File: src/rtl/core/assert_macros.svh
// Assertion macros used by the frame history ring RTL.
`ifndef ASSERT_MACROS_SVH
`define ASSERT_MACROS_SVH

`ifndef NO_ASSERTIONS

// Check that an expression holds at every clock edge outside reset.
`define FHR_ASSERT_ALWAYS(label, clk, rst, expr, msg) \
   label: assert property (@(posedge clk) disable iff (rst) (expr)) else $error(msg);

// Check a same-cycle implication.
`define FHR_ASSERT_IMPL(label, clk, rst, ante, cons, msg) \
   label: assert property (@(posedge clk) disable iff (rst) (ante) |-> (cons)) else $error(msg);

// Check an implication in the next cycle.
`define FHR_ASSERT_NEXT(label, clk, rst, ante, cons, msg) \
   label: assert property (@(posedge clk) disable iff (rst) (ante) |=> (cons)) else $error(msg);

`else

`define FHR_ASSERT_ALWAYS(label, clk, rst, expr, msg)
`define FHR_ASSERT_IMPL(label, clk, rst, ante, cons, msg)
`define FHR_ASSERT_NEXT(label, clk, rst, ante, cons, msg)

`endif

`endif

File: src/rtl/core/fhr_ram.sv
// Generic single-write, single-read RAM with registered read-first output.
module fhr_ram #(
   parameter int DATA_BITS = 64,
   parameter int ENTRIES   = 64,
   localparam int ADDR_BITS = $clog2(ENTRIES)
) (
   input  logic                 clock,
   input  logic                 wr_en,
   input  logic [ADDR_BITS-1:0] wr_addr,
   input  logic [DATA_BITS-1:0] wr_data,
   input  logic                 rd_en,
   input  logic [ADDR_BITS-1:0] rd_addr,
   output logic [DATA_BITS-1:0] rd_data
);

   logic [DATA_BITS-1:0] mem_ff [ENTRIES];
   logic [DATA_BITS-1:0] rd_data_ff;

   // Write and read; a read of the slot being written returns the old word
   always_ff @(posedge clock) begin
      if (wr_en) begin
         mem_ff[wr_addr] <= wr_data;
      end
      if (rd_en) begin
         rd_data_ff <= mem_ff[rd_addr];
      end
   end

   assign rd_data = rd_data_ff;

endmodule

File: config.mk
export PLATFORM = sky130hd
export DESIGN_NAME = fhr_ram
export DESIGN_NICKNAME = d
export VERILOG_FILES = /design/src/rtl/core/assert_macros.svh /design/src/rtl/core/fhr_ram.sv
export SDC_FILE = /design/constraint.sdc
export NUM_CORES = 2
export LEC_CHECK = 0
export BUFFER_PORTS_ARGS = -buffer_cell sky130_fd_sc_hd__buf_2
export CAP_MARGIN = 40
export CORE_MARGIN = 8
export CORE_UTILIZATION = 60
export CTS_CLUSTER_SIZE = 28
export DETAILED_ROUTE_END_ITERATION = 12
export GPL_TIMING_DRIVEN = 0
export PLACE_DENSITY_LB_ADDON = 0.1
export SLEW_MARGIN = 40
export SYNTH_ARGS = -nofsm -noshare
export SYNTH_HDL_FRONTEND = slang
export SYNTH_SLANG_ARGS = --single-unit
File: constraint.sdc
create_clock -name clock -period 7.25 [get_ports clock]
set_clock_uncertainty 0.05 [all_clocks]
set_input_delay 1.0875 -clock clock [delete_from_list [all_inputs] [get_ports clock]]
set_output_delay 1.0875 -clock clock [all_outputs]
set_load 0.01 [all_outputs]
Yosys cells after proc, flatten, opt, wreduce, memory -nomap -nowiden
Memory sizes are Yosys's and may differ from the RTL's. A register that Yosys moved wholly into a read port is not among the register bits.
Index checks and enable logic that the tools add are counted.
- register bits: 0
- bits of input ports: 79
- bits in writable memories: 4096
- memories: 1
- output and inout port bits: 64
- memories (name ; depth ; bits a word ; read ports ; clocked after memory_dff ; write ports ; RTL line ; RTL):
    mem_ff ; 64 ; 64 ; 1 ; 1 ; 1 ; fhr_ram.sv:16 ; logic [DATA_BITS-1:0] mem_ff [ENTRIES];
- mux-type cells: 2
- operators by type and width (kind ; number):
    $mux W1 ; 2

Depth between registers and ports, before layout
- depth in word-level cells: 2
- mapped depth: 9

Worst setup path before layout
OpenSTA, ideal clock, no wires.
- kind: input to register
- from: input port wr_addr[3]
- to: memory mem_ff[48][0] (enable)
- path buffers: 1
- stages on the path: 4
- data required time: 6.636 ns
- data arrival time: 5.959 ns
- setup time: 0.564 ns
- path slack: 0.677 ns
- cells stage by stage: clkbuf_1 nor2b_1 nand4b_1 nor3_1
- RTL lines (element ; RTL line ; RTL):
    start, declared ; fhr_ram.sv:9 ; input logic [ADDR_BITS-1:0] wr_addr,
    end, declared ; fhr_ram.sv:16 ;
Straight into the memory's write port.

==> impl_metrics.env <==
export IMPL_synth_warnings=0
export IMPL_wp_data_arrival_ps=5180
export IMPL_timing_hold_violations_final=0
export IMPL_worst_skew_pair_late_latency_ps=950
export IMPL_r2r_worst_path_cells=5
export IMPL_synth_most_common_cell="edfxtp_1"
export IMPL_grt_residual_overflow=0
export IMPL_htreeDepth=5
export IMPL_cts_tree="built"
export IMPL_cts_path_max_buffers=4
export IMPL_worst_slew_pin_transition_ps=999
export IMPL_grt_pass1_vias=77500
export IMPL_detail_route_vias_per_cell=6.87
export IMPL_clock_power_share=0.415
export IMPL_synth_top_cells_by_area="edfxtp_1, mux4_2, mux2i_1"
export IMPL_finalSetupViolCount=0
export IMPL_antenna_found_initial=49
export IMPL_switchingPower_mw=10.7
export IMPL_wirelength_mm=424
export IMPL_num_rows=187
export IMPL_number_of_instances_in_the_synthesized_netlist=6598
export IMPL_cp_max_fo=10
export IMPL_clock_sink_count=4160
export IMPL_relSlewSlack=0.331
export IMPL_worst_setup_path_type="in -> reg"
export IMPL_port_buffer_count=134
export IMPL_synth_seq_cells=4160
export IMPL_hold_slack_ps=467
export IMPL_synth_async_reset_ratio=0
export IMPL_min_delay_path_depth=1
export IMPL_combinational_family_with_the_most_area_after_synthesis="multiplexers"
export IMPL_power_switching_share=0.213
export IMPL_post_cts_repair_setup_buffers=0
export IMPL_residual_antenna_violating_net_count_after_detailed_routing=0
export IMPL_vias=77900
export IMPL_fillCellCount=15000
export IMPL_p_total_mw=50.2
export IMPL_setup_worst_path_start_class="primary input"
export IMPL_synth_fa_ha_area_frac=0
export IMPL_synth_cell_type_count=32
export IMPL_area_growth_synth_to_final_pct=16.5
export IMPL_final_gp_congestion=0.846
export IMPL_final_cells=11300
export IMPL_placeableCoreArea_um2=260000
export IMPL_cts_buffers=404
export IMPL_max_clk_rate_mhz=216
export IMPL_p_int_mw=39.5
export IMPL_ctsHoldBuffers=0
export IMPL_power_combinational_fraction=0.053
export IMPL_placed_cells_incl_taps=10600
export IMPL_post_route_cells_drive_above_1_share=0.312
export IMPL_layout_core_utilization=0.704
export IMPL_final_period_minus_worst_setup_slack_ps=4630
export IMPL_globalRouteTotalUtil=0.301
export IMPL_worst_ep_required_time_ps=7800
export IMPL_yosys_area_top_type="edfxtp_1"
export IMPL_avgSynthCellArea_um2=23.8
export IMPL_power_static_leakage_nw=57.9
export IMPL_initial_utilization=0.604
export IMPL_synth_top_flop_cell="edfxtp_1"
export IMPL_hold_path_class="in -> reg"
export IMPL_boundary_pin_count=143
export IMPL_netlist_area_leader_share=0.796
export IMPL_yosys_mux_area_fraction=0.156
export IMPL_count_of_flip_flops_with_a_built_in_enable_after_synthesis=4160
export IMPL_power_share_sequential=0.533
export IMPL_detailedRoute_firstIterationViolations=11600
export IMPL_place_detailed_hpwl_mm=287
export IMPL_vdd_ir_drop_max_uv=236
export IMPL_average_wire_length_per_cell_after_detail_routing_um=37.4
export IMPL_maxCapViolations=0
export IMPL_simple_gate_area_share_of_the_yosys_netlist=0.0123
export IMPL_synth_commonest_cells="edfxtp_1, mux4_2, buf_2, a22oi_1, clkbuf_1"
export IMPL_fp_dieArea_um2=278000
export IMPL_synth_sequential_area_ratio=0.796
export IMPL_critPathCaptureType="flop"
export IMPL_finalMaxSlewViolations=0
export IMPL_reg2reg_slack_ps=4270
export IMPL_synth_cell_area_um2=157000
export IMPL_placedInstanceArea_um2=170000
export IMPL_synth_compound_gate_area_share=0.0247
export IMPL_grt_use_met2=0.461
export IMPL_final_net_count=7571
export IMPL_path_clk_slew_ps=60
export IMPL_cts_root_buffer="clkbuf_16"
export IMPL_synth_xor_area_frac=0
export IMPL_rsz0062_at_grt="false"
export IMPL_groute_layer_met1_usage=0.423
export IMPL_p_per_area_nw_per_um2=274
export IMPL_grt_util_met3=0.0767
export IMPL_run_status="finished clean"
export IMPL_drcViolationCount=0
export IMPL_grt_busiest_layer="met2"
export IMPL_grt_max_degree=65
export IMPL_die_h_um=528
export IMPL_layout_worst_path_cycle_share=0.639
export IMPL_cts_repair_resize_count=0
export IMPL_wire_length_of_the_first_global_routing_pass_mm=590
export IMPL_postLayoutCellArea_um2=183000
export IMPL_drt_pass1_iter_count=5
export IMPL_fp_dieW_um=528
export IMPL_postSynthNetCount=6677
==> per-layer routing <==
layer,up-vias,share of wire
met5,-,0.00038
met4,26,0.047
met3,904,0.12
met2,5208,0.47
met1,41400,0.37
li1,30400,-
==> power groups by stage <==
| stage | combinational, mW | sequential (mW) | clock, mW |
|---|---|---|---|
| final | 2.64 | 26.7 | 20.8 |
| after global routing | 2.73 | 26.7 | 21.8 |
| after CTS | 2.61 | 26.7 | 21.0 |
| after detailed placement | 2.59 | 27.2 | 0 |
| after global placement | 2.44 | 27.3 | 0 |
| after floorplan | 1.24 | 27.3 | 0 |
==> worst paths after layout <==
check / end / from
setup / recovery: rd_data[6]$_DFFE_PP_ / rd_addr[2]
setup reg to reg: rd_data[15]$_DFFE_PP_ / mem_ff[59][15]$_DFFE_PP_
hold reg to reg: rd_data[50]$_DFFE_PP_ / mem_ff[36][50]$_DFFE_PP_
hold / removal: rd_data[63]$_DFFE_PP_ / rd_en
==> metrics by stage <==
step / setup slack, ps / TNS (ps)
6_report: 2620 / 0
4_1_cts: 2700 / 0
2_1_floorplan: 677 / 0
3_3_place_gp: -5510 / -5865450
3_5_place_dp: 1760 / 0
5_1_grt: 2890 / 0
==> cell type report <==
cell class                 count  area, um2  area share
antenna                       26       65.1    0.000356
buffer                       370       1820     0.00995
clock buffer                 496      10600      0.0580
clock inverter               233       2370      0.0129
inverter                      19       71.3    0.000390
multi-input combinational   2049      31000       0.169
sequential                  4160     125000       0.683
tap                         3496       4370      0.0239
timing repair buffer         488       7730      0.0423
==> cells in the final DEF, fill, tap and decap left out, drive strengths merged, types with 83 or more instances in the layout <==
cell / count
a22o: 88
a22oi: 168
buf: 717
clkbuf: 637
clkinv: 171
edfxtp: 4160
mux2i: 135
mux4: 1024
nor2: 112
o22ai: 83
==> state kept, by name, indices dropped and copies added, names as in the netlist <==
register	count
rd_data	64
mem_ff	4096
==> worst max-delay path: stages <==
cell and delay (ps):
buf_2 300, buf_4 310, buf_2 500, buf_2 700
buf_4 370, mux2i_1 100, o22ai_1 630, a31oi_1 350
a211oi_1 760
==> logic make-up after synthesis <==
| kind of cell | after synthesis |
|---|---|
| flops | 4160 |
| mux | 1159 |
| buf+inv | 389 |
| simple gates | 386 |
| compound gates | 504 |
Note: power is estimated with default switching activity, not from simulation.
