--- config.mk ---
export PLATFORM = sky130hd
export DESIGN_NAME = fhr_ctrl
export DESIGN_NICKNAME = d
export VERILOG_FILES = /design/src/rtl/core/fhr_pkg.sv /design/src/rtl/core/fhr_ctrl.sv
export VERILOG_INCLUDE_DIRS = /design/src /design/src/rtl/core
export SDC_FILE = /design/constraint.sdc
export NUM_CORES = 1
export LEC_CHECK = 0
export ABC_AREA = 1
export BUFFER_PORTS_ARGS = -buffer_cell sky130_fd_sc_hd__buf_2
export CAP_MARGIN = 10
export CORE_ASPECT_RATIO = 0.9
export CORE_UTILIZATION = 55
export DETAILED_ROUTE_END_ITERATION = 8
export GPL_TIMING_DRIVEN = 0
export PLACE_DENSITY = 0.84
export SETUP_SLACK_MARGIN = 0.05
export SKIP_CTS_REPAIR_TIMING = 1
export SYNTH_ARGS = -nofsm -noshare
export SYNTH_HDL_FRONTEND = slang
export SYNTH_SLANG_ARGS = --single-unit
--- constraint.sdc ---
create_clock -name clock -period 4.68 [get_ports clock]
set_input_delay 0.702 -clock clock [delete_from_list [all_inputs] [get_ports clock]]
set_output_delay 0.702 -clock clock [all_outputs]
set_load 0.02 [all_outputs]
--- src/rtl/core/assert_macros.svh ---
// Assertion macros used by the frame history ring RTL.
`ifndef ASSERT_MACROS_SVH
`define ASSERT_MACROS_SVH

`ifndef NO_ASSERTIONS

// Check that an expression holds at every clock edge outside reset.
`define FHR_ASSERT_ALWAYS(label, clk, rst, expr, msg) \
   label: assert property (@(posedge clk) disable iff (rst) (expr)) else $error(msg);

// Check a same-cycle implication.
`define FHR_ASSERT_IMPL(label, clk, rst, ante, cons, msg) \
   label: assert property (@(posedge clk) disable iff (rst) (ante) |-> (cons)) else $error(msg);

// Check an implication in the next cycle.
`define FHR_ASSERT_NEXT(label, clk, rst, ante, cons, msg) \
   label: assert property (@(posedge clk) disable iff (rst) (ante) |=> (cons)) else $error(msg);

`else

`define FHR_ASSERT_ALWAYS(label, clk, rst, expr, msg)
`define FHR_ASSERT_IMPL(label, clk, rst, ante, cons, msg)
`define FHR_ASSERT_NEXT(label, clk, rst, ante, cons, msg)

`endif

`endif

--- src/rtl/core/fhr_pkg.sv ---
// Shared constants, codes and types of the frame history ring.
package fhr_pkg;

   localparam int DEPTH        = 64;
   localparam int SLOT_BITS    = $clog2(DEPTH);
   localparam int COUNT_BITS   = $clog2(DEPTH + 1);
   localparam int PAYLOAD_BITS = 32;
   localparam int HANDLE_BITS  = 32;
   localparam int ID_BITS      = 32;
   localparam int POS_BITS     = 16;
   localparam int ACTION_BITS  = 2;
   localparam int STATUS_BITS  = 2;
   localparam int ENTRY_BITS   = PAYLOAD_BITS + HANDLE_BITS;

   typedef enum logic [ACTION_BITS-1:0] {
      ACT_APPEND   = 2'd0,
      ACT_READ_POS = 2'd1,
      ACT_READ_ID  = 2'd2
   } action_type;

   typedef enum logic [STATUS_BITS-1:0] {
      ST_OK        = 2'd0,
      ST_INVALID   = 2'd1,
      ST_NOT_FOUND = 2'd2,
      ST_OVERFLOW  = 2'd3
   } status_type;

   // Per-request information that travels beside the store read.
   typedef struct packed {
      status_type             status;
      logic [ID_BITS-1:0]     frame_number;
      logic [COUNT_BITS-1:0]  frame_count;
      logic                   has_data;
      logic                   evicted;
   } fhr_meta_type;

endpackage

--- src/rtl/core/fhr_ctrl.sv ---
// Ring bookkeeping: decodes a request, updates count, oldest slot and next id.
`include "assert_macros.svh"

module fhr_ctrl import fhr_pkg::*; (
   input  logic                    clock,
   input  logic                    reset,
   input  logic                    accept,
   input  logic [ACTION_BITS-1:0]  action,
   input  logic [PAYLOAD_BITS-1:0] event_payload,
   input  logic [HANDLE_BITS-1:0]  snapshot_handle,
   input  logic [POS_BITS-1:0]     position,
   input  logic [ID_BITS-1:0]      wanted_id,
   output logic                    wr_en,
   output logic [SLOT_BITS-1:0]    wr_addr,
   output logic [ENTRY_BITS-1:0]   wr_data,
   output logic [SLOT_BITS-1:0]    rd_addr,
   output fhr_meta_type            meta_out
);

   logic [COUNT_BITS-1:0] held_ff, held_in;
   logic [SLOT_BITS-1:0]  oldest_ff, oldest_in;
   logic [ID_BITS-1:0]    next_ff, next_in;

   logic                  full;
   logic                  append_ok;
   logic [ID_BITS-1:0]    oldest_id;
   logic [ID_BITS-1:0]    id_age;
   logic [SLOT_BITS-1:0]  age;
   action_type            act;

   // Add an age to a slot, wrapping at the ring depth
   function automatic logic [SLOT_BITS-1:0] slot_add(
      input logic [SLOT_BITS-1:0] base,
      input logic [SLOT_BITS-1:0] step
   );
      logic [SLOT_BITS:0] sum;
      sum = {1'b0, base} + {1'b0, step};
      if (sum >= (SLOT_BITS+1)'(DEPTH)) begin
         sum = sum - (SLOT_BITS+1)'(DEPTH);
      end
      return sum[SLOT_BITS-1:0];
   endfunction

   assign act       = action_type'(action);
   assign full      = (held_ff == COUNT_BITS'(DEPTH));
   assign oldest_id = next_ff - ID_BITS'(held_ff);
   assign id_age    = wanted_id - oldest_id;
   assign wr_data   = {event_payload, snapshot_handle};
   assign wr_en     = accept && append_ok;

   // Decode the request against the current ring state
   always_comb begin
      held_in   = held_ff;
      oldest_in = oldest_ff;
      next_in   = next_ff;
      append_ok = 1'b0;
      age       = '0;
      wr_addr   = full ? oldest_ff : slot_add(oldest_ff, held_ff[SLOT_BITS-1:0]);
      rd_addr   = oldest_ff;
      meta_out  = '0;
      meta_out.status = ST_OK;
      case (act)
         ACT_APPEND: begin
            if (snapshot_handle == '0) begin
               meta_out.status = ST_INVALID;
            end else if (next_ff == '1) begin
               meta_out.status = ST_OVERFLOW;
            end else begin
               append_ok             = 1'b1;
               meta_out.frame_number = next_ff;
               next_in               = next_ff + ID_BITS'(1);
               if (full) begin
                  meta_out.evicted = 1'b1;
                  oldest_in        = slot_add(oldest_ff, SLOT_BITS'(1));
               end else begin
                  held_in = held_ff + COUNT_BITS'(1);
               end
            end
         end
         ACT_READ_POS: begin
            if (position < POS_BITS'(held_ff)) begin
               age                   = position[SLOT_BITS-1:0];
               rd_addr               = slot_add(oldest_ff, age);
               meta_out.has_data     = 1'b1;
               meta_out.frame_number = oldest_id + ID_BITS'(age);
            end else begin
               meta_out.status = ST_NOT_FOUND;
            end
         end
         ACT_READ_ID: begin
            if (held_ff != '0 && wanted_id >= oldest_id && wanted_id < next_ff) begin
               age                   = id_age[SLOT_BITS-1:0];
               rd_addr               = slot_add(oldest_ff, age);
               meta_out.has_data     = 1'b1;
               meta_out.frame_number = wanted_id;
            end else begin
               meta_out.status = ST_NOT_FOUND;
            end
         end
         default: begin
            meta_out.status = ST_INVALID;
         end
      endcase
      meta_out.frame_count = held_in;
   end

   // Advance ring state on each accepted request
   always_ff @(posedge clock) begin
      if (reset) begin
         held_ff   <= '0;
         oldest_ff <= '0;
         next_ff   <= ID_BITS'(1);
      end else if (accept) begin
         held_ff   <= held_in;
         oldest_ff <= oldest_in;
         next_ff   <= next_in;
      end
   end

   `FHR_ASSERT_ALWAYS(a_held_range, clock, reset, held_ff <= COUNT_BITS'(DEPTH), "held count beyond depth")
   `FHR_ASSERT_ALWAYS(a_oldest_range, clock, reset, (SLOT_BITS+1)'(oldest_ff) < (SLOT_BITS+1)'(DEPTH), "oldest slot beyond depth")
   `FHR_ASSERT_NEXT(a_id_step, clock, reset, accept && append_ok, next_ff == $past(next_ff) + ID_BITS'(1), "next id did not advance")
   `FHR_ASSERT_NEXT(a_evict_full, clock, reset, accept && meta_out.evicted, held_ff == COUNT_BITS'(DEPTH), "ring not full after eviction")
   `FHR_ASSERT_IMPL(a_evict_only_full, clock, reset, meta_out.evicted, full && act == ACT_APPEND, "eviction from a ring that is not full")

endmodule

**Word-level counts from Yosys, hierarchy flattened**

Cells that the tools add are included.

- Word-level logic and storage cells: 69
- Bits of input ports: 117
- Register bits after elaboration: 45

- Reduce and logical (&&, ||, !) cells: 8
- $lt $le $gt $ge: 7
- Equality and inequality tests: 4
- Muxes and demuxes: 32
- $add $sub $neg: 13
- Bitwise gates (word level): 2

Operator list:

| kind | number |
|---|---|
| $mux 32 | 4 |
| $pmux 32 s3 | 1 |
| $mux 6 | 7 |
| $add 32x1->32 const B | 1 |
| $add 32x6->32 | 1 |
| $eq 32x32->1 const B | 1 |
| $ge 32x32->1 | 1 |
| $logic_not 32->1 | 1 |
| $lt 32x32->1 | 1 |
| $sub 32x7->32 | 1 |
| $ge 7x7->1 const B | 4 |
| $mux 7 | 4 |
| $sub 6x1->6 const B | 4 |
| $add 6x6->7 | 3 |
| $lt 16x7->1 | 1 |
| $pmux 6 s2 | 1 |
| $mux 1 | 9 |
| $mux 2 | 4 |
| $add 6x1->7 const B | 1 |
| $add 7x1->7 const B | 1 |
| $eq 7x7->1 const B | 1 |
| $reduce_bool 7->1 | 1 |
| $pmux 2 s3 | 1 |
| $sub 6x6->6 | 1 |
| 8 further kinds | 11 |

**Longest topological paths before layout**

- Word-level depth: 7
- Mapped depth: 27

**Worst setup path after synthesis**

No wires, ideal clock.

- Path type: register -> output
- From: reg held_ff[0]
- To: out meta_out[23] (netlist bit)
- Arrival: 3,627 ps
- Path slack: 351 ps
- Stages on the path, launching flop included: 24
- Required time: 3,978 ps
- Buffers on the path: 1
- Path through: dfxtp_1 > ha_1 > inv_1 > fa_1 > nand2_1 > nand2_1 > nand3_2 > nand2_4 > nor2_4 > nand3_1 > nor2_1 > nand2_1 > nand2_1 > nand2_1 > ha_1 > nand4_1 > nor3_1 > nand4_1 > nand4_2 > nand3_4 > inv_2 > buf_6 > nand2_1 > a21oi_1

RTL lines:

| item | line | text |
|---|---|---|
| start, declared | fhr_ctrl.sv:20 | `logic [COUNT_BITS-1:0] held_ff, held_in;` |
| start signal, assigned | fhr_ctrl.sv:114 | `held_ff <= held_in;` |
| end, declared | fhr_ctrl.sv:17 | `output fhr_meta_type meta_out` |

==> run summary <==
Buffers on Ports: 202
largest family of logic cells by synthesized area: simple AND/OR/NAND/NOR gates
combinational power share: 0.596
clk_lat worst skew: 0.29 ns
Worst-Margin Slew: 1.21 ns
data arrival time at the worst-slack endpoint: 4.44 ns
#FFs+latches synth: 45
num ports: 237
drt initial violations: 1,583
Post-Route WL: 32,700 um
commonest non-fill, non-tap cell in the layout: nand2_1
leakage power: 5.30 nW
CTS Buf Count: 5
DRC viols: 0
clock buffer depth: 2
met1 usage: 0.504
Mapped Nets: 1,538
# rows: 41
CP startpoint kind: register
met3 Use GR: 0.0650
sw power: 0.906 mW
GRT busiest layer: met2
Synth Flop Type: dfxtp_1
Synth Area in XOR/XNOR: 0.0550
full die area: 15,400 um2
vias in the first global route: 8,691
M2 GR Usage: 0.579
initial core utilization: 0.574
Detail Route Antenna Nets: 0
commonest cells after routing, fill and taps aside: nand2_1, inv_1, buf_2, nor2_1, buf_4
CTS clk-pin slew, worst paths: 0.07 ns
Sequential Area: 913 um2
Root Driver: clkbuf_16
Period Utilization, post-route: 1.10
final setup margin: -0.464 ns
status: finished, violations left
Fill cells: 1,131
CTS tree: built
clock skew: 0.00984 ns
Worst EP required: 3.98 ns
yosys warns: 0
EDFF count, synth: 0
Cell variety after synth: 57
DR vias: 10,600
FFs w/ async S/R, synth: 0
multiplexer share of the synthesized area: 0
CP Max Fanout: 7
nets@finish: 1,777
gpl congestion: 1.03
Pint: 1.09 mW
minimum clock period: 5.14 ns
cells after synthesis: 1,312
Post-Place Worst Slack: -0.653 ns
TNS Setup: -14.73 ns
simple-gate share of the synthesized area: 0.335
Adder-Cell Fraction of Synth Area: 0.172
final core occ: 0.756
global-route usage over all layers: 0.367
Max H-tree Level: 2
sequential element share of the synthesized area: 0.110
largest area contributor in the netlist: ha_1
Final Max Slew Viols: 0
Worst setup EP type: output port
drt wl/cell: 18.7 um
Final Setup Violations: 40
compound-cell area share of the yosys netlist: 0.164
initial antenna violation count: 1
Seq pwr share: 0.199
multi-input logic area: 6620 um2
GR Overflow Total: 0
switching share of power: 0.453
unrepaired setup endpoints after global routing: true
Worst IR Drop VDD: 0.000139 V
first-pass detailed-route iteration total: 8
Synth top area share: 0.157
largest net degree at the start of global routing: 15
Final Hold Viols: 0
Setup CP Type: reg2out
failing checks: setup timing
Max Clock Freq: 0.194 GHz
core area: 14,300 um2
total power per unit cell area: 185 nW/um2
HPWL Detailed: 24,500 um
Clk pwr share: 0.206
Avg Inst Size Synth: 6.24 um2
MaxCap Viol Count: 0
Hold WC Path Type: reg2reg
Die Wd: 131 um
mapped cell area: 8180 um2
DR vias/cell: 6.06
global-route wire length before repair: 43,800 um
largest cells by area after synthesis: ha_1, nand2_1, dfxtp_1
area delta synth->final: 31.8%
Slew HR: 0.195
layout cells sized above 1: 0.320
clk sink count: 45
Die Height: 118 um
registers in the layout, summed over array words and instances (netlist names):
signal,flops
held_ff,7
next_ff,32
oldest_ff,6
synth_stat cells (32+ instances only):
cell     number
ha_1        103
o21ai_0      59
buf_4        65
nor2_1      117
nand2_1     258
nand4_1      32
nand3_1      68
inv_1       180
dfxtp_1      45
a21oi_1     119
nor3_1       47
xor2_1       38
metal layers:
layer	routed length, um	vias to the layer above
met5	0	-
met4	1520	0
met3	4580	168
met2	14400	867
met1	12200	4747
li1	-	4810
cell families after synthesis:
kind of cell | Yosys count
and+or+nand+nor | 590
xor gates and xnor gates | 48
AOI/OAI and AO/OA | 240
DFF | 45
buffers and inverters | 280
adders and majority gates | 109
power groups by stage:
stage | clock, mW | combinational (mW) | sequential (mW)
floorplan | 0 | 0.695 | 0.401
global placement | 0 | 0.943 | 0.404
detailed placement | 0 | 0.969 | 0.403
CTS | 0.410 | 0.975 | 0.395
global route | 0.421 | 1.29 | 0.397
finish | 0.411 | 1.19 | 0.397
layout make-up:
type | count | share of cell area
sequential | 45 | 0.0847
buffer | 92 | 0.0598
multi-input combinational | 987 | 0.614
clock inverter | 2 | 0.00360
timing repair buffer | 232 | 0.135
clock buffer | 6 | 0.0120
tap | 193 | 0.0224
antenna | 2 | 0.000464
inverter | 188 | 0.0674
worst max-delay path, stage by stage (launching register included):
cell        delay (ns)
dfxtp_2           0.37
clkinvlp_4        0.21
ha_1              0.36
nand2_1           0.10
nor2_1            0.07
nand3_1           0.08
nand4_1           0.25
inv_2             0.21
nand3b_1          0.14
xor2_2            0.26
ha_1              0.30
a21oi_1           0.22
nor2_1            0.08
a211oi_2          0.16
o221a_2           0.29
nand4_4           0.17
nand3_4           0.19
clkinv_8          0.13
clkbuf_16         0.19
nand2_1           0.10
a21oi_2           0.06
buf_4             0.20
stage by stage:
step | instances | hold WS [ns] | cell area, um2 | power (mW)
CTS | 1715 | 0.493 | 9600 | 1.78
detailed placement | 1707 | 0.480 | 9440 | 1.37
global route | 1746 | 0.530 | 10800 | 2.10
finish | 1747 | 0.495 | 10800 | 2.00
global placement | 1707 | 0.479 | 9440 | 1.35
floorplan | 1312 | 0.448 | 8180 | 1.10
worst paths after layout:
check | endpoint | slack (ns) | start | depth (start not counted)
worst max-delay path | meta_out[37] | -0.46 | held_ff[1] | 21
worst min-delay path | oldest_ff[5] | 0.50 | oldest_ff[5] | 1
worst max register to register | oldest_ff[5] | 1.58 | next_ff[27] | 15
worst min register to register | oldest_ff[5] | 0.50 | oldest_ff[5] | 1
(Power assumes the default switching activity.)
